File: src/second_tick_supervisor_defines.svh
// ----------------------------------------------------------------------------
// Second tick supervisor: shared assertion macros
// Concurrent checks sampled on clk and masked while rst is high.
// ----------------------------------------------------------------------------
`ifndef SECOND_TICK_SUPERVISOR_DEFINES_SVH
`define SECOND_TICK_SUPERVISOR_DEFINES_SVH

// Check that a condition implies a consequence in the same cycle
`define STS_ASSERT_SAME(label, cond, cons, msg) \
  label: assert property (@(posedge clk) disable iff (rst) (cond) |-> (cons)) \
    else $error(msg);

// Check that a condition implies a consequence in the next cycle
`define STS_ASSERT_NEXT(label, cond, cons, msg) \
  label: assert property (@(posedge clk) disable iff (rst) (cond) |=> (cons)) \
    else $error(msg);

`endif

File: src/sts_pkg.sv
`timescale 1ns / 1ps
// ----------------------------------------------------------------------------
// sts_pkg
// Widths, reset values, register indexes and shared types of the second tick
// supervisor.
// ----------------------------------------------------------------------------
package sts_pkg;

  // Tick counter width
  localparam int TICK_WIDTH = 32;
  localparam int STEP_W     = $clog2(TICK_WIDTH);

  // Field widths
  localparam int RSSI_W   = 8;
  localparam int MV_W     = 13;
  localparam int ADDR_W   = 8;
  localparam int WORD_W   = 16;
  localparam int CFG_W    = 16;
  localparam int CFG_IDX_W = 3;

  // Remainder lanes of the modulo unit, one per register-set divisor
  localparam int NUM_LANES   = 2;
  localparam int LANE_CYCLE  = 0;
  localparam int LANE_CFG    = 1;

  // Fixed divisors
  localparam logic [WORD_W-1:0] HOUR_TICKS   = 16'd3600;
  localparam logic [WORD_W-1:0] SAMPLE_TICKS = 16'd17;
  localparam logic [WORD_W-1:0] POWER_TICKS  = 16'd61;
  localparam logic [WORD_W-1:0] CFG_BASE     = 16'd123;

  // Configuration register indexes
  localparam logic [CFG_IDX_W-1:0] REG_CYCLE_PERIOD = 3'd0;
  localparam logic [CFG_IDX_W-1:0] REG_NODE_ADDRESS = 3'd1;
  localparam logic [CFG_IDX_W-1:0] REG_LED_LIMIT    = 3'd2;
  localparam logic [CFG_IDX_W-1:0] REG_RSSI_LOW     = 3'd3;
  localparam logic [CFG_IDX_W-1:0] REG_VOLT_OFF_MV  = 3'd4;
  localparam logic [CFG_IDX_W-1:0] REG_VOLT_ON_MV   = 3'd5;

  // Configuration reset values
  localparam logic [WORD_W-1:0]        CYCLE_PERIOD_RST = 16'd60;
  localparam logic [ADDR_W-1:0]        NODE_ADDRESS_RST = 8'd1;
  localparam logic [WORD_W-1:0]        LED_LIMIT_RST    = 16'd28800;
  localparam logic signed [RSSI_W-1:0] RSSI_LOW_RST     = -8'sd70;
  localparam logic [MV_W-1:0]          VOLT_OFF_MV_RST  = 13'd3600;
  localparam logic [MV_W-1:0]          VOLT_ON_MV_RST   = 13'd3800;

  typedef logic [WORD_W-1:0] lane_word_t;

  // One input item
  typedef struct packed {
    logic                     current_busy;
    logic                     efield_busy;
    logic                     starting;
    logic                     cycle_done;
    logic                     radio_idle;
    logic                     current_fault;
    logic                     efield_fault;
    logic signed [RSSI_W-1:0] rssi;
    logic [MV_W-1:0]          supply_mv;
  } item_t;

  // One result item
  typedef struct packed {
    logic watchdog_level;
    logic reset_request;
    logic cycle_event;
    logic report_send;
    logic config_send;
    logic radio_reinit;
    logic sample_event;
    logic led_level;
    logic fault_clear;
    logic radio_power;
    logic radio_init;
  } result_t;

  // Controller commands to the datapath
  typedef struct packed {
    logic load;
    logic step;
    logic commit;
  } cmd_t;

endpackage

File: src/sts_if.sv
`timescale 1ns / 1ps
// ----------------------------------------------------------------------------
// sts_if
// Valid/ready channels of the second tick supervisor: tick items in, results
// out.
// ----------------------------------------------------------------------------
interface sts_in_if;
  logic                              valid;
  logic                              ready;
  logic                              current_busy;
  logic                              efield_busy;
  logic                              starting;
  logic                              cycle_done;
  logic                              radio_idle;
  logic                              current_fault;
  logic                              efield_fault;
  logic signed [sts_pkg::RSSI_W-1:0] rssi;
  logic [sts_pkg::MV_W-1:0]          supply_mv;

  modport source (output valid, current_busy, efield_busy, starting, cycle_done,
                  radio_idle, current_fault, efield_fault, rssi, supply_mv,
                  input ready);
  modport sink (input valid, current_busy, efield_busy, starting, cycle_done,
                radio_idle, current_fault, efield_fault, rssi, supply_mv,
                output ready);
endinterface

interface sts_out_if;
  logic valid;
  logic ready;
  logic watchdog_level;
  logic reset_request;
  logic cycle_event;
  logic report_send;
  logic config_send;
  logic radio_reinit;
  logic sample_event;
  logic led_level;
  logic fault_clear;
  logic radio_power;
  logic radio_init;

  modport source (output valid, watchdog_level, reset_request, cycle_event,
                  report_send, config_send, radio_reinit, sample_event,
                  led_level, fault_clear, radio_power, radio_init,
                  input ready);
  modport sink (input valid, watchdog_level, reset_request, cycle_event,
                report_send, config_send, radio_reinit, sample_event,
                led_level, fault_clear, radio_power, radio_init,
                output ready);
endinterface

File: src/sts_mod_unit.sv
`timescale 1ns / 1ps
// ----------------------------------------------------------------------------
// sts_mod_unit
// Bit-serial remainder unit: one dividend, several divisor lanes, one
// restoring step per cycle for all lanes while step is high.
// ----------------------------------------------------------------------------
module sts_mod_unit (
  input  logic                                   clk,
  input  logic                                   load,
  input  logic                                   step,
  input  logic [sts_pkg::TICK_WIDTH-1:0]         dividend,
  input  sts_pkg::lane_word_t [sts_pkg::NUM_LANES-1:0] divisors,
  output sts_pkg::lane_word_t [sts_pkg::NUM_LANES-1:0] rems
);

  logic [sts_pkg::TICK_WIDTH-1:0]                shift;
  sts_pkg::lane_word_t [sts_pkg::NUM_LANES-1:0]  rems_next;

  // Shift in the next dividend bit and subtract where the divisor fits
  always_comb begin
    logic [sts_pkg::WORD_W:0] trial;
    logic [sts_pkg::WORD_W:0] dvs;
    for (int i = 0; i < sts_pkg::NUM_LANES; i++) begin
      trial = {rems[i], shift[sts_pkg::TICK_WIDTH-1]};
      dvs   = {1'b0, divisors[i]};
      if (trial >= dvs) begin
        rems_next[i] = sts_pkg::WORD_W'(trial - dvs);
      end else begin
        rems_next[i] = trial[sts_pkg::WORD_W-1:0];
      end
    end
  end

  // Load the dividend, then advance one bit per step
  always_ff @(posedge clk) begin
    if (load) begin
      shift <= dividend;
      rems  <= '0;
    end else if (step) begin
      shift <= shift << 1;
      rems  <= rems_next;
    end
  end

endmodule

File: src/sts_datapath.sv
`timescale 1ns / 1ps
// ----------------------------------------------------------------------------
// sts_datapath
// Configuration registers, supervisor state, remainder unit and the result
// register of the second tick supervisor.
// ----------------------------------------------------------------------------
module sts_datapath (
  input  logic                             clk,
  input  logic                             rst,
  input  sts_pkg::cmd_t                    cmd,
  input  sts_pkg::item_t                   item,
  input  logic                             cfg_we,
  input  logic [sts_pkg::CFG_IDX_W-1:0]    cfg_index,
  input  logic [sts_pkg::CFG_W-1:0]        cfg_data,
  output sts_pkg::result_t                 result
);

  localparam logic [7:0] BUSY_LIMIT   = 8'd250;
  localparam logic [7:0] BUSY_MAX     = 8'd255;
  localparam logic [7:0] WEAK_ON      = 8'd61;
  localparam logic [7:0] WEAK_MAX     = 8'd75;
  localparam logic [7:0] WEAK_OFF_LO  = 8'd10;
  localparam logic [7:0] WEAK_OFF_HI  = 8'd59;
  localparam logic [7:0] WEAK_RESTART = 8'd1;
  localparam int         TW           = sts_pkg::TICK_WIDTH;

  // Configuration
  logic [sts_pkg::WORD_W-1:0]        cycle_period;
  logic [sts_pkg::ADDR_W-1:0]        node_address;
  logic [sts_pkg::WORD_W-1:0]        led_limit;
  logic signed [sts_pkg::RSSI_W-1:0] rssi_low;
  logic [sts_pkg::MV_W-1:0]          volt_off_mv;
  logic [sts_pkg::MV_W-1:0]          volt_on_mv;

  // Supervisor state
  logic [TW-1:0]              tick_count;
  logic [TW-1:0]              report_tick;
  logic [7:0]                 busy_ticks;
  logic [sts_pkg::WORD_W-1:0] blink_ticks;
  logic [7:0]                 weak_checks;
  logic                       cycle_busy;
  logic                       led_state;
  logic                       power_state;
  logic                       watchdog_state;

  // Tick residues for the fixed periods
  logic [sts_pkg::WORD_W-1:0] hour_res;
  logic [sts_pkg::WORD_W-1:0] sample_res;
  logic [sts_pkg::WORD_W-1:0] power_res;
  logic                       tick_wraps;

  // Held item and next values
  sts_pkg::item_t             item_hold;
  logic [TW-1:0]              report_tick_next;
  logic [7:0]                 busy_ticks_next;
  logic [sts_pkg::WORD_W-1:0] blink_ticks_next;
  logic [7:0]                 weak_checks_next;
  logic                       cycle_busy_next;
  logic                       led_state_next;
  logic                       power_state_next;
  sts_pkg::result_t           result_next;

  sts_pkg::lane_word_t [sts_pkg::NUM_LANES-1:0] divisors;
  sts_pkg::lane_word_t [sts_pkg::NUM_LANES-1:0] rems;

  assign tick_wraps = &tick_count;

  // Divisor lanes
  always_comb begin
    divisors                       = '0;
    divisors[sts_pkg::LANE_CYCLE]  = cycle_period;
    divisors[sts_pkg::LANE_CFG]    = sts_pkg::CFG_BASE +
                                     sts_pkg::WORD_W'({node_address, 1'b0});
  end

  sts_mod_unit u_mod (
    .clk      (clk),
    .load     (cmd.load),
    .step     (cmd.step),
    .dividend (tick_count + TW'(1)),
    .divisors (divisors),
    .rems     (rems)
  );

  // Work out the tick from the held item, the state and the remainders
  always_comb begin
    logic busy;
    logic fault;
    logic period_multiple;
    logic tick_nonzero;
    busy            = item_hold.current_busy | item_hold.efield_busy | item_hold.starting;
    fault           = item_hold.current_fault | item_hold.efield_fault;
    tick_nonzero    = (tick_count != '0);
    period_multiple = (cycle_period != '0) && (rems[sts_pkg::LANE_CYCLE] == '0);

    report_tick_next = report_tick;
    busy_ticks_next  = busy_ticks;
    blink_ticks_next = blink_ticks;
    weak_checks_next = weak_checks;
    cycle_busy_next  = cycle_busy & ~item_hold.cycle_done;
    led_state_next   = led_state;
    power_state_next = power_state;
    result_next      = '0;
    result_next.watchdog_level = ~watchdog_state;

    if (busy) begin
      // Count toward a forced reset, saturating
      if (busy_ticks < BUSY_MAX) begin
        busy_ticks_next = busy_ticks + 8'd1;
      end
      result_next.reset_request = (busy_ticks_next > BUSY_LIMIT);
    end else begin
      busy_ticks_next = '0;

      // Cycle event and staggered report slot
      if (period_multiple && tick_nonzero) begin
        cycle_busy_next         = 1'b1;
        result_next.cycle_event = 1'b1;
        case (node_address)
          8'd1:    report_tick_next = tick_count + TW'(3);
          8'd2:    report_tick_next = tick_count + TW'(10);
          8'd3:    report_tick_next = tick_count + TW'(17);
          default: report_tick_next = '0;
        endcase
      end

      result_next.report_send  = (tick_count == report_tick_next);
      result_next.config_send  = (rems[sts_pkg::LANE_CFG] == '0) && item_hold.radio_idle &&
                                 (tick_count != report_tick_next);
      result_next.radio_reinit = (hour_res == '0) && tick_nonzero &&
                                 (tick_count != report_tick_next);
      result_next.sample_event = !cycle_busy_next && (sample_res == '0) &&
                                 tick_nonzero && !period_multiple && item_hold.radio_idle;

      // Fault LED blink with timeout
      if (fault && (blink_ticks < led_limit)) begin
        led_state_next   = ~led_state;
        blink_ticks_next = blink_ticks + sts_pkg::WORD_W'(1);
      end else if (!fault && (blink_ticks != '0)) begin
        led_state_next   = 1'b0;
        blink_ticks_next = '0;
      end else if (blink_ticks >= led_limit) begin
        led_state_next          = 1'b0;
        result_next.fault_clear = 1'b1;
        blink_ticks_next        = '0;
      end

      // Weak-signal power cycling and supply cutoff
      if (power_res == '0) begin
        if (item_hold.rssi < rssi_low) begin
          weak_checks_next = weak_checks + 8'd1;
        end else begin
          weak_checks_next = '0;
        end

        if ((weak_checks_next > WEAK_ON - 8'd1) && (weak_checks_next <= WEAK_MAX)) begin
          if (weak_checks_next == WEAK_ON) begin
            power_state_next       = 1'b1;
            result_next.radio_init = 1'b1;
          end
        end else if (weak_checks_next > WEAK_MAX) begin
          power_state_next = 1'b0;
          weak_checks_next = WEAK_RESTART;
        end else if ((weak_checks_next > WEAK_OFF_LO) && (weak_checks_next < WEAK_OFF_HI)) begin
          power_state_next = 1'b0;
        end

        if (item_hold.supply_mv < volt_off_mv) begin
          power_state_next = 1'b0;
        end else if (item_hold.supply_mv < volt_on_mv) begin
          power_state_next = 1'b1;
        end
      end
    end

    result_next.led_level   = led_state_next;
    result_next.radio_power = power_state_next;
  end

  // Configuration writes
  always_ff @(posedge clk) begin
    if (rst) begin
      cycle_period <= sts_pkg::CYCLE_PERIOD_RST;
      node_address <= sts_pkg::NODE_ADDRESS_RST;
      led_limit    <= sts_pkg::LED_LIMIT_RST;
      rssi_low     <= sts_pkg::RSSI_LOW_RST;
      volt_off_mv  <= sts_pkg::VOLT_OFF_MV_RST;
      volt_on_mv   <= sts_pkg::VOLT_ON_MV_RST;
    end else if (cfg_we) begin
      case (cfg_index)
        sts_pkg::REG_CYCLE_PERIOD: cycle_period <= cfg_data;
        sts_pkg::REG_NODE_ADDRESS: node_address <= cfg_data[sts_pkg::ADDR_W-1:0];
        sts_pkg::REG_LED_LIMIT:    led_limit    <= cfg_data;
        sts_pkg::REG_RSSI_LOW:     rssi_low     <= cfg_data[sts_pkg::RSSI_W-1:0];
        sts_pkg::REG_VOLT_OFF_MV:  volt_off_mv  <= cfg_data[sts_pkg::MV_W-1:0];
        sts_pkg::REG_VOLT_ON_MV:   volt_on_mv   <= cfg_data[sts_pkg::MV_W-1:0];
        default: ;
      endcase
    end
  end

  // Advance the tick and its residues on load, commit the rest at the end;
  // a tick that wraps to zero restarts every residue
  always_ff @(posedge clk) begin
    if (rst) begin
      tick_count     <= '0;
      hour_res       <= '0;
      sample_res     <= '0;
      power_res      <= '0;
      report_tick    <= '0;
      busy_ticks     <= '0;
      blink_ticks    <= '0;
      weak_checks    <= '0;
      cycle_busy     <= 1'b0;
      led_state      <= 1'b0;
      power_state    <= 1'b1;
      watchdog_state <= 1'b0;
    end else if (cmd.load) begin
      tick_count <= tick_count + TW'(1);
      hour_res   <= (tick_wraps || (hour_res == sts_pkg::HOUR_TICKS - sts_pkg::WORD_W'(1))) ?
                    '0 : hour_res + sts_pkg::WORD_W'(1);
      sample_res <= (tick_wraps ||
                     (sample_res == sts_pkg::SAMPLE_TICKS - sts_pkg::WORD_W'(1))) ?
                    '0 : sample_res + sts_pkg::WORD_W'(1);
      power_res  <= (tick_wraps || (power_res == sts_pkg::POWER_TICKS - sts_pkg::WORD_W'(1))) ?
                    '0 : power_res + sts_pkg::WORD_W'(1);
    end else if (cmd.commit) begin
      report_tick    <= report_tick_next;
      busy_ticks     <= busy_ticks_next;
      blink_ticks    <= blink_ticks_next;
      weak_checks    <= weak_checks_next;
      cycle_busy     <= cycle_busy_next;
      led_state      <= led_state_next;
      power_state    <= power_state_next;
      watchdog_state <= ~watchdog_state;
    end
  end

  // Hold the item and the result
  always_ff @(posedge clk) begin
    if (cmd.load) begin
      item_hold <= item;
    end
    if (cmd.commit) begin
      result <= result_next;
    end
  end

endmodule

File: src/sts_ctrl.sv
`timescale 1ns / 1ps
// ----------------------------------------------------------------------------
// sts_ctrl
// Controller of the second tick supervisor: accepts an item, runs the
// remainder unit for one step per dividend bit, then commits into the
// output register.
// ----------------------------------------------------------------------------
`include "second_tick_supervisor_defines.svh"

module sts_ctrl (
  input  logic          clk,
  input  logic          rst,
  input  logic          in_valid,
  output logic          in_ready,
  output logic          out_valid,
  input  logic          out_ready,
  output sts_pkg::cmd_t cmd
);

  localparam logic [1:0] S_IDLE = 2'd0;
  localparam logic [1:0] S_RUN  = 2'd1;
  localparam logic [1:0] S_DONE = 2'd2;

  localparam logic [sts_pkg::STEP_W-1:0] LAST_STEP =
    sts_pkg::STEP_W'(sts_pkg::TICK_WIDTH - 1);

  logic [1:0]                  state;
  logic [1:0]                  state_next;
  logic [sts_pkg::STEP_W-1:0]  step_cnt;
  logic                        in_fire;
  logic                        slot_free;

  assign in_ready  = (state == S_IDLE);
  assign in_fire   = in_valid & in_ready;
  assign slot_free = ~out_valid | out_ready;

  // Sequence the item through load, steps and commit
  always_comb begin
    state_next = state;
    cmd        = '0;
    case (state)
      S_IDLE: begin
        if (in_fire) begin
          cmd.load   = 1'b1;
          state_next = S_RUN;
        end
      end
      S_RUN: begin
        cmd.step = 1'b1;
        if (step_cnt == LAST_STEP) begin
          state_next = S_DONE;
        end
      end
      S_DONE: begin
        if (slot_free) begin
          cmd.commit = 1'b1;
          state_next = S_IDLE;
        end
      end
      default: state_next = S_IDLE;
    endcase
  end

  always_ff @(posedge clk) begin
    if (rst) begin
      state     <= S_IDLE;
      step_cnt  <= '0;
      out_valid <= 1'b0;
    end else begin
      state <= state_next;
      if (cmd.step) begin
        step_cnt <= (step_cnt == LAST_STEP) ? '0 : step_cnt + sts_pkg::STEP_W'(1);
      end
      // Raise valid on commit, drop it once taken
      if (cmd.commit) begin
        out_valid <= 1'b1;
      end else if (out_ready) begin
        out_valid <= 1'b0;
      end
    end
  end

  `STS_ASSERT_NEXT(a_fire_runs, in_fire, state == S_RUN, "accepted item did not start")
  `STS_ASSERT_SAME(a_commit_free, cmd.commit, !out_valid || out_ready,
                   "commit overwrote a waiting result")
  `STS_ASSERT_SAME(a_idle_count, state != S_RUN, step_cnt == '0,
                   "step counter not cleared outside the run")

endmodule

File: src/second_tick_supervisor.sv
`timescale 1ns / 1ps
// ----------------------------------------------------------------------------
// second_tick_supervisor
// Once-per-second supervisor: watchdog feed, forced reset on long busy,
// periodic events, fault LED timeout and radio power management.
// ----------------------------------------------------------------------------
//   channel      dir   handshake     content
//   tick_in      in    valid/ready   status flags, rssi, supply millivolts
//   result_out   out   valid/ready   watchdog, events, LED and radio levels
//   cfg_*        in    write enable  six registers, index 0 to 5
//
// Each item is loaded, then takes one restoring step per tick bit in the
// shared remainder unit, then is committed.
// A new item is taken while the previous result waits in the output register;
// the commit holds until that register is free.
// Reset: synchronous; configuration returns to its defaults, radio powered.
// ----------------------------------------------------------------------------
module second_tick_supervisor (
  input  logic                          clk,
  input  logic                          rst,
  sts_in_if.sink                        tick_in,
  sts_out_if.source                     result_out,
  input  logic                          cfg_we,
  input  logic [sts_pkg::CFG_IDX_W-1:0] cfg_index,
  input  logic [sts_pkg::CFG_W-1:0]     cfg_data
);

  sts_pkg::cmd_t    cmd;
  sts_pkg::item_t   item;
  sts_pkg::result_t result;

  // Pack the input item
  assign item.current_busy  = tick_in.current_busy;
  assign item.efield_busy   = tick_in.efield_busy;
  assign item.starting      = tick_in.starting;
  assign item.cycle_done    = tick_in.cycle_done;
  assign item.radio_idle    = tick_in.radio_idle;
  assign item.current_fault = tick_in.current_fault;
  assign item.efield_fault  = tick_in.efield_fault;
  assign item.rssi          = tick_in.rssi;
  assign item.supply_mv     = tick_in.supply_mv;

  sts_ctrl u_ctrl (
    .clk       (clk),
    .rst       (rst),
    .in_valid  (tick_in.valid),
    .in_ready  (tick_in.ready),
    .out_valid (result_out.valid),
    .out_ready (result_out.ready),
    .cmd       (cmd)
  );

  sts_datapath u_dp (
    .clk       (clk),
    .rst       (rst),
    .cmd       (cmd),
    .item      (item),
    .cfg_we    (cfg_we),
    .cfg_index (cfg_index),
    .cfg_data  (cfg_data),
    .result    (result)
  );

  // Drive the result fields
  assign result_out.watchdog_level = result.watchdog_level;
  assign result_out.reset_request  = result.reset_request;
  assign result_out.cycle_event    = result.cycle_event;
  assign result_out.report_send    = result.report_send;
  assign result_out.config_send    = result.config_send;
  assign result_out.radio_reinit   = result.radio_reinit;
  assign result_out.sample_event   = result.sample_event;
  assign result_out.led_level      = result.led_level;
  assign result_out.fault_clear    = result.fault_clear;
  assign result_out.radio_power    = result.radio_power;
  assign result_out.radio_init     = result.radio_init;

endmodule
File: src/flat_wrapper.sv
// flat-port wrapper written by rule: the top's interface ports become plain ports
module second_tick_supervisor_flat 
  (clk, rst, cfg_we, cfg_index, cfg_data, tick_in_valid, tick_in_current_busy, tick_in_efield_busy, tick_in_starting, tick_in_cycle_done, tick_in_radio_idle, tick_in_current_fault, tick_in_efield_fault, tick_in_rssi, tick_in_supply_mv, tick_in_ready, result_out_valid, result_out_watchdog_level, result_out_reset_request, result_out_cycle_event, result_out_report_send, result_out_config_send, result_out_radio_reinit, result_out_sample_event, result_out_led_level, result_out_fault_clear, result_out_radio_power, result_out_radio_init, result_out_ready);
  sts_in_if tick_in_i ();
  sts_out_if result_out_i ();
  input  logic clk;
  input  logic rst;
  input  logic cfg_we;
  input  logic [sts_pkg::CFG_IDX_W-1:0] cfg_index;
  input  logic [sts_pkg::CFG_W-1:0] cfg_data;
  input wire logic [$bits(tick_in_i.valid)-1:0] tick_in_valid;
  input wire logic [$bits(tick_in_i.current_busy)-1:0] tick_in_current_busy;
  input wire logic [$bits(tick_in_i.efield_busy)-1:0] tick_in_efield_busy;
  input wire logic [$bits(tick_in_i.starting)-1:0] tick_in_starting;
  input wire logic [$bits(tick_in_i.cycle_done)-1:0] tick_in_cycle_done;
  input wire logic [$bits(tick_in_i.radio_idle)-1:0] tick_in_radio_idle;
  input wire logic [$bits(tick_in_i.current_fault)-1:0] tick_in_current_fault;
  input wire logic [$bits(tick_in_i.efield_fault)-1:0] tick_in_efield_fault;
  input wire logic [$bits(tick_in_i.rssi)-1:0] tick_in_rssi;
  input wire logic [$bits(tick_in_i.supply_mv)-1:0] tick_in_supply_mv;
  output wire logic [$bits(tick_in_i.ready)-1:0] tick_in_ready;
  output wire logic [$bits(result_out_i.valid)-1:0] result_out_valid;
  output wire logic [$bits(result_out_i.watchdog_level)-1:0] result_out_watchdog_level;
  output wire logic [$bits(result_out_i.reset_request)-1:0] result_out_reset_request;
  output wire logic [$bits(result_out_i.cycle_event)-1:0] result_out_cycle_event;
  output wire logic [$bits(result_out_i.report_send)-1:0] result_out_report_send;
  output wire logic [$bits(result_out_i.config_send)-1:0] result_out_config_send;
  output wire logic [$bits(result_out_i.radio_reinit)-1:0] result_out_radio_reinit;
  output wire logic [$bits(result_out_i.sample_event)-1:0] result_out_sample_event;
  output wire logic [$bits(result_out_i.led_level)-1:0] result_out_led_level;
  output wire logic [$bits(result_out_i.fault_clear)-1:0] result_out_fault_clear;
  output wire logic [$bits(result_out_i.radio_power)-1:0] result_out_radio_power;
  output wire logic [$bits(result_out_i.radio_init)-1:0] result_out_radio_init;
  input wire logic [$bits(result_out_i.ready)-1:0] result_out_ready;
  assign tick_in_i.valid = tick_in_valid;
  assign tick_in_i.current_busy = tick_in_current_busy;
  assign tick_in_i.efield_busy = tick_in_efield_busy;
  assign tick_in_i.starting = tick_in_starting;
  assign tick_in_i.cycle_done = tick_in_cycle_done;
  assign tick_in_i.radio_idle = tick_in_radio_idle;
  assign tick_in_i.current_fault = tick_in_current_fault;
  assign tick_in_i.efield_fault = tick_in_efield_fault;
  assign tick_in_i.rssi = tick_in_rssi;
  assign tick_in_i.supply_mv = tick_in_supply_mv;
  assign tick_in_ready = tick_in_i.ready;
  assign result_out_valid = result_out_i.valid;
  assign result_out_watchdog_level = result_out_i.watchdog_level;
  assign result_out_reset_request = result_out_i.reset_request;
  assign result_out_cycle_event = result_out_i.cycle_event;
  assign result_out_report_send = result_out_i.report_send;
  assign result_out_config_send = result_out_i.config_send;
  assign result_out_radio_reinit = result_out_i.radio_reinit;
  assign result_out_sample_event = result_out_i.sample_event;
  assign result_out_led_level = result_out_i.led_level;
  assign result_out_fault_clear = result_out_i.fault_clear;
  assign result_out_radio_power = result_out_i.radio_power;
  assign result_out_radio_init = result_out_i.radio_init;
  assign result_out_i.ready = result_out_ready;
  second_tick_supervisor u_core (.clk(clk), .rst(rst), .tick_in(tick_in_i), .result_out(result_out_i), .cfg_we(cfg_we), .cfg_index(cfg_index), .cfg_data(cfg_data));
endmodule
File: config.mk
export PLATFORM = sky130hd
export DESIGN_NAME = second_tick_supervisor_flat
export DESIGN_NICKNAME = d
export VERILOG_FILES = /design/src/sts_pkg.sv /design/src/sts_if.sv /design/src/sts_mod_unit.sv /design/src/sts_datapath.sv /design/src/sts_ctrl.sv /design/src/second_tick_supervisor.sv /design/src/flat_wrapper.sv
export VERILOG_INCLUDE_DIRS = /design/src /design/src/src
export SDC_FILE = /design/constraint.sdc
export NUM_CORES = 1
export LEC_CHECK = 0
export ABC_CLOCK_PERIOD_IN_PS = 3800
export BUFFER_PORTS_ARGS = -buffer_cell sky130_fd_sc_hd__buf_2
export CORE_AREA = 3 3 226 228
export CTS_BUF_LIST = sky130_fd_sc_hd__clkbuf_8
export CTS_CLUSTER_SIZE = 8
export DETAILED_ROUTE_END_ITERATION = 6
export DIE_AREA = 0 0 229 231
export GPL_ROUTABILITY_DRIVEN = 0
export GPL_TIMING_DRIVEN = 0
export SLEW_MARGIN = 20
export SYNTH_ARGS = -nofsm -noshare
export SYNTH_HDL_FRONTEND = slang
export SYNTH_HIERARCHICAL = 1
export SYNTH_SLANG_ARGS = --single-unit
File: constraint.sdc
create_clock -name clk -period 3.8 [get_ports clk]
set_input_delay 0.57 -clock clk [delete_from_list [all_inputs] [get_ports clk]]
set_output_delay 0.57 -clock clk [all_outputs]
set_load 0.1 [all_outputs]
* Word-level counts from Yosys, hierarchy flattened *
Cells that the tools add are included.

storage, ports and cells
  register bits after elaboration = 333
  latch bits = 0
  memory bits (writable) = 0
  ROM bits = 0
  input port bits = 52
  output and inout port bits = 13
  logic and storage cells = 204
  memories kept = 0

operators by class
  add/sub/neg operators = 14
  multiply operators = 0
  divide/modulo/power cells = 0
  order comparisons = 14
  equal/unequal tests = 20
  shifts and indexed selects = 0
  mux-type cells = 51
  bitwise logic cells = 14
  reduce and logical (&&, ||, !) cells = 47

operators by type and width
  cell                                                               number
  16-bit 2-to-1 mux                                                  8
  32-bit 2-to-1 mux                                                  4
  32-bit one-hot mux with 3 select lines                             1
  16-bit logical NOT                                                 5
  16-bit by 1-bit adder with 16-bit output, second input constant    4
  8-bit 2-to-1 mux                                                   8
  32-bit by 1-bit adder with 32-bit output, second input constant    1
  32-bit by 2-bit adder with 32-bit output, second input constant    1
  32-bit by 4-bit adder with 32-bit output, second input constant    1
  32-bit by 5-bit adder with 32-bit output, second input constant    1
  32-bit == test                                                     1
  32-bit != test                                                     1
  32-bit AND reduction                                               1
  16-bit nonzero test                                                2
  32-bit nonzero test                                                1
  13-bit < comparator                                                2
  1-bit 2-to-1 mux                                                   25
  17-bit by 10-bit >= comparator with 1-bit output                   1
  17-bit by 16-bit >= comparator with 1-bit output                   1
  8-bit by 1-bit adder with 8-bit output, second input constant      2
  16-bit by 12-bit == test with 1-bit output, second input constant  1
  16-bit by 5-bit == test with 1-bit output, second input constant   1
  16-bit by 6-bit == test with 1-bit output, second input constant   1
  8-bit by 2-bit == test with 1-bit output, second input constant    2
  other kinds (41)                                                   84

* Depth between registers and ports, before layout *
  depth in word-level cells = 13
  gate-level depth with buffers = 16
  gate-level depth less buffers = 14

* By module *
Netlist, hierarchy kept.

by module, submodules not included
  module        times used  cells an instance  area each (µm²)  sequential area each (µm²)
  sts_datapath  1           1859               14850.5          5615.4
  sts_mod_unit  1           466                4351.7           1601.5
  sts_ctrl      1           43                 369.1            160.2

* Worst setup path before layout *
Ideal clock, no wire load.

  path kind = register -> register
  start = register u_core.u_ctrl.state[0]
  end = register u_core/u_dp/u_mod/shift[0] (netlist bit) (enable)
  setup time = 0.387 ns
  arrival time = 3.951 ns
  data required time = 3.413 ns
  slack = -0.538 ns
  cell stages (with the launch flop) = 7
  path buffers = 2
  period minus slack after synthesis = 4.338 ns
  path through = dfxtp_1 nor2_1 and2_1 clkbuf_1 nor2_1 clkbuf_1 inv_1

RTL lines
  what                      line                source
  start: declaration        sts_ctrl.sv:27      logic [1:0] state;
  start signal: assignment  sts_ctrl.sv:70      state <= state_next;
  end signal: assignment    sts_mod_unit.sv:37  shift <= dividend;
  end signal: assignment    sts_mod_unit.sv:40  shift <= shift << 1;
  end: declaration          sts_mod_unit.sv:16  logic [sts_pkg::TICK_WIDTH-1:0] shift;

* Worst setup path after layout *
  start = register u_core/u_dp/node_address[6] (netlist bit)
  end = register, netlist name u_core/u_dp/result[5]

on the way
  longest elaborated chain between the ends = 6
  elaborated cells on any way between the ends = 8
  those cells by class = 4 x eq/ne; 3 x mux; 1 x reduce/logical

RTL lines
  what                                                                                                  line                 source
  start: declaration                                                                                    sts_datapath.sv:29   logic [sts_pkg::ADDR_W-1:0] node_address;
  start signal: assignment                                                                              sts_datapath.sv:184  node_address <= sts_pkg::NODE_ADDRESS_RST;
  start signal: assignment                                                                              sts_datapath.sv:192  sts_pkg::REG_NODE_ADDRESS: node_address <= cfg_data[sts_pkg::ADDR_W-1:0];
  8-bit by 2-bit == test with 1-bit output or 8-bit by 1-bit == test with 1-bit output (tied branches)  sts_datapath.sv:119  case (node_address)
  32-bit one-hot mux with 3 select lines (*)                                                            sts_datapath.sv:119
  32-bit 2-to-1 mux (*)                                                                                 sts_datapath.sv:116  if (period_multiple && tick_nonzero) begin
  32-bit 2-to-1 mux (*)                                                                                 sts_datapath.sv:106  if (busy) begin
  32-bit != test (*)                                                                                    sts_datapath.sv:131  (tick_count != report_tick_next);
  1-bit logical AND (*)                                                                                 sts_datapath.sv:130  result_next.radio_reinit = (hour_res == '0) && tick_nonzero &&

Every way passes the cells marked *; elsewhere a longest branch is shown, timed or not. The select of a mux whose other input is x is not followed.
A chain may end at the register's enable or synchronous reset.

==> flow_summary.toml <==
[status]
status = "complete, no violations"

[yosys]
synth_top_area_share_pct = 26.8
synth_cell_type_count = 85
synth_top_family_by_area = "simple AND/OR/NAND/NOR gates"
synth_top_area_cell = "dfxtp_1"
synth-xor-area-share_pct = 7.34
netlist_area_um2 = 19600
postSynthAreaPerCell_um2 = 8.26
synthAdderAreaFrac_pct = 6.70
synth.area.mux_share_pct = 3.18
ys_warn_count = 6
netlist_instances = 2368
ys_ff_latch = 333
synth_enable_flop_cells = 71
ys_seq_area_share_pct = 37.7
synthFlopType = "dfxtp_1"
synth-compound-area-share_pct = 16.4
synthTopCellsByArea = "dfxtp_1 27%, edfxtp_1 11%, ha_1 6.4%"
synth-simple-area-share_pct = 23.6
async_reset_ff_share_pct = 0

[sta]
final-hold-violation-count = 0
fin_skew_ns = 0.0526
setup_viol = 0
fin_tns_setup_ns = 0
finalCriticalPeriod_ns = 3.74
fin_crit_sh_pct = 98.4
finalMaxSlewViolations = 0
rsz0062_at_grt = "yes"
fmax_mhz = 267
tightest_slew_ns = 1.03
timing.slew.headroom_pct = 31.0

[min_path]
hold_path.class = "input pin to flip-flop"

[routing]
dr.pass1.iters = 6
via_count = 18200
drt_iter0_markers = 1460
wl_um = 60800
wl_per_cell_um = 18.8
drtAntennaViolNets = 0
via_per_inst = 5.64
drc_errors = 0

[grt]
grt_start_max_net_pins = 35
antenna_found_initial = 0
grt_pass1_vias = 17500
gr-usage-met3_pct = 4.89
grt_overflow = 0
grt_use_met2_pct = 35.2
use_met1_pct = 29.0
grt.total_usage_pct = 22.1
grt_most_used_layer = "met2"
grt_pass1_wl_um = 94700

[floorplan]
die_y_um = 231
coreArea_um2 = 49100
num_rows = 81
die_w_um = 229
ioPinCount = 65
start_util_pct = 39.9
dieArea_um2 = 52900

[setup_path]
arrival_ns = 4.13
path_buf_inv = 1
path_cells = "or4_4, nor2_4, nand2_1, ha_1, a21oi_2, o21ai_4, buf_4, a21oi_2, nor2_1, and4bb_1, a41oi_2, a2111oi_4, and4_4, a2111oi_4"
max_stage_delay_ns = 0.56
critPathMaxFanout = 6
critPathRequiredTime_ns = 4.19
crit_path_top_delay_cell = "or4_4"
cp_top_family = "simple AND/OR/NAND/NOR gates"
worstSetupPathType = "flip-flop to flip-flop"
crit_path_end_kind = "flip-flop"
worst_setup_path_start_kind = "flip-flop"

[layout]
layout_commonest_cell = "nand2_1"
area_delta_synth_final_pct = 14.4
stdcell_area_um2 = 22400
final_cell_mix = "310 x nand2_1, 259 x dfxtp_1, 253 x nor2_1"
antenna-diode-count = 0
final_nets = 2671
drive_gt1_share_pct = 11.6

[clocking]
cts.htree.levels = 2
clock_latency_ns = 0.67
clk_pin_slew_ns = 0.06
clock_sinks = 333
cts_root_buf = "clkbuf_8"
cts_made_buffers = 58
cts_buffer_depth = 3
cts_tree = "built"

[placed_design]
dp_hpwl_um = 44500
placed_area_um2 = 20800
io_buffers = 64

[pwr]
power_leakage_uw = 0.00865
power_uw = 9750
p_per_area_nw_per_um2 = 436
vdd_ir_drop_max_mv = 0.360

[job]
maxCapViolCount = 0
==> what timing repair did <==
item / 4_1_cts / 5_1_grt
setup buffers: 13 / 7
hold buffers: 0 / 0
pin swaps: 13 / 15
gates resized for setup: 40 / 32
setup endpoints to repair: 35 / 47
==> flip-flops by register name, indices dropped and copies added, names as in the netlist, 11 cells and up <==
signal                    flops
u_core/u_dp/report_tick      32
u_core/u_dp/sample_res       16
u_core/u_dp/item_hold        28
u_core/u_dp/hour_res         16
u_core/u_dp/power_res        16
u_core/u_dp/u_mod/rems       32
u_core/u_dp/volt_on_mv       13
u_core/u_dp/blink_ticks      16
u_core/u_dp/led_limit        16
u_core/u_dp/result           11
u_core/u_dp/volt_off_mv      13
u_core/u_dp/u_mod/shift      32
u_core/u_dp/cycle_period     16
u_core/u_dp/tick_count       32
==> kinds of logic (layout without fill, tap and decap cells) <==
kind of cell,count (synthesis),count (layout)
buffers and inverters,251,442
AO/OA/AOI/OAI,490,490
AND/OR/NAND/NOR,967,967
other,2,7
multiplexers,58,58
adder cells (fa/ha/maj),103,103
XOR/XNOR,164,164
flip-flops,333,333
==> layer usage <==
layer	up-vias	share of wire, %	wire, um
li1	8696	-	-
met1	8533	44	26500
met2	769	44	26800
met3	211	7.8	4740
met4	0	4.4	2660
met5	-	0	0
==> Yosys cell counts (6+ instances only) <==
master	number
dfxtp_1	262
a211oi_1	46
nand4_1	60
a21oi_1	145
and3_1	26
nor3_1	49
o311ai_0	8
edfxtp_1	71
mux2_2	34
clkbuf_1	82
ha_1	100
o211ai_1	17
a211o_1	6
nor2b_1	15
a32oi_1	7
xnor2_1	79
nor4_1	42
a22oi_1	15
a311oi_1	7
nor2_1	258
buf_1	15
o22ai_1	7
o21ai_0	94
or3_1	14
a21o_1	37
buf_2	18
o21bai_1	6
or2_2	6
mux2i_1	24
nand2b_1	15
o31ai_1	15
nand3b_1	28
and2_1	16
o21a_1	14
inv_1	132
nand2_1	311
nand3_1	87
xor2_1	85
==> final cells by class <==
cell class	count	area [um^2]
Multi-Input combinational cell	1789	11500
Buffer	118	497
Sequential cell	333	7380
Inverter	132	499
Fill cell	4921	26700
Tap cell	664	831
Clock inverter	43	297
Clock buffer	65	895
Timing Repair Buffer	84	470
==> worst register-to-register path: stages, from the launching register on <==
cell	delay [ns]
dfxtp_2	0.35
or4_4	0.56
nor2_4	0.12
nand2_1	0.09
ha_1	0.32
a21oi_2	0.24
o21ai_4	0.14
buf_4	0.16
a21oi_2	0.24
nor2_1	0.10
and4bb_1	0.30
a41oi_2	0.15
a2111oi_4	0.26
and4_4	0.34
a2111oi_4	0.09
==> power breakdown <==
group          switching [uW]  internal [uW]  total, uW
registers                 188           3820       4010
clock network            1560           1840       3400
logic                    1410            930       2340
total                    3160           6600       9750
==> metrics by stage <==
| step | setup slack [ns] | util (%) | hold WS (ns) | cells |
|---|---|---|---|---|
| floorplan | 0.147 | - | 0.432 | 2373 |
| global placement | -1.22 | 42.3 | 0.442 | 3101 |
| detailed placement | -1.01 | 42.3 | 0.445 | 3101 |
| CTS | 0.00808 | 45.3 | 0.0192 | 3221 |
| global route | -0.0932 | 45.6 | 0.0416 | 3228 |
| finish | 0.0608 | 45.6 | 0.0701 | 3228 |
==> final timing paths <==
| path | endpoint | from | cells past startpoint | slack, ns |
|---|---|---|---|---|
| worst max-delay path | u_core/u_dp/result[5] | u_core/u_dp/node_address[6] | 14 | 0.06 |
| worst min-delay path | u_core/u_dp/item_hold[6] | tick_in_supply_mv[6] | 1 | 0.07 |
| worst max register to register | u_core/u_dp/result[5] | u_core/u_dp/node_address[6] | 14 | 0.06 |
| worst min register to register | u_core/u_dp/report_tick[9] | u_core/u_dp/report_tick[9] | 2 | 0.45 |
Power figures use the tool's default switching activity.
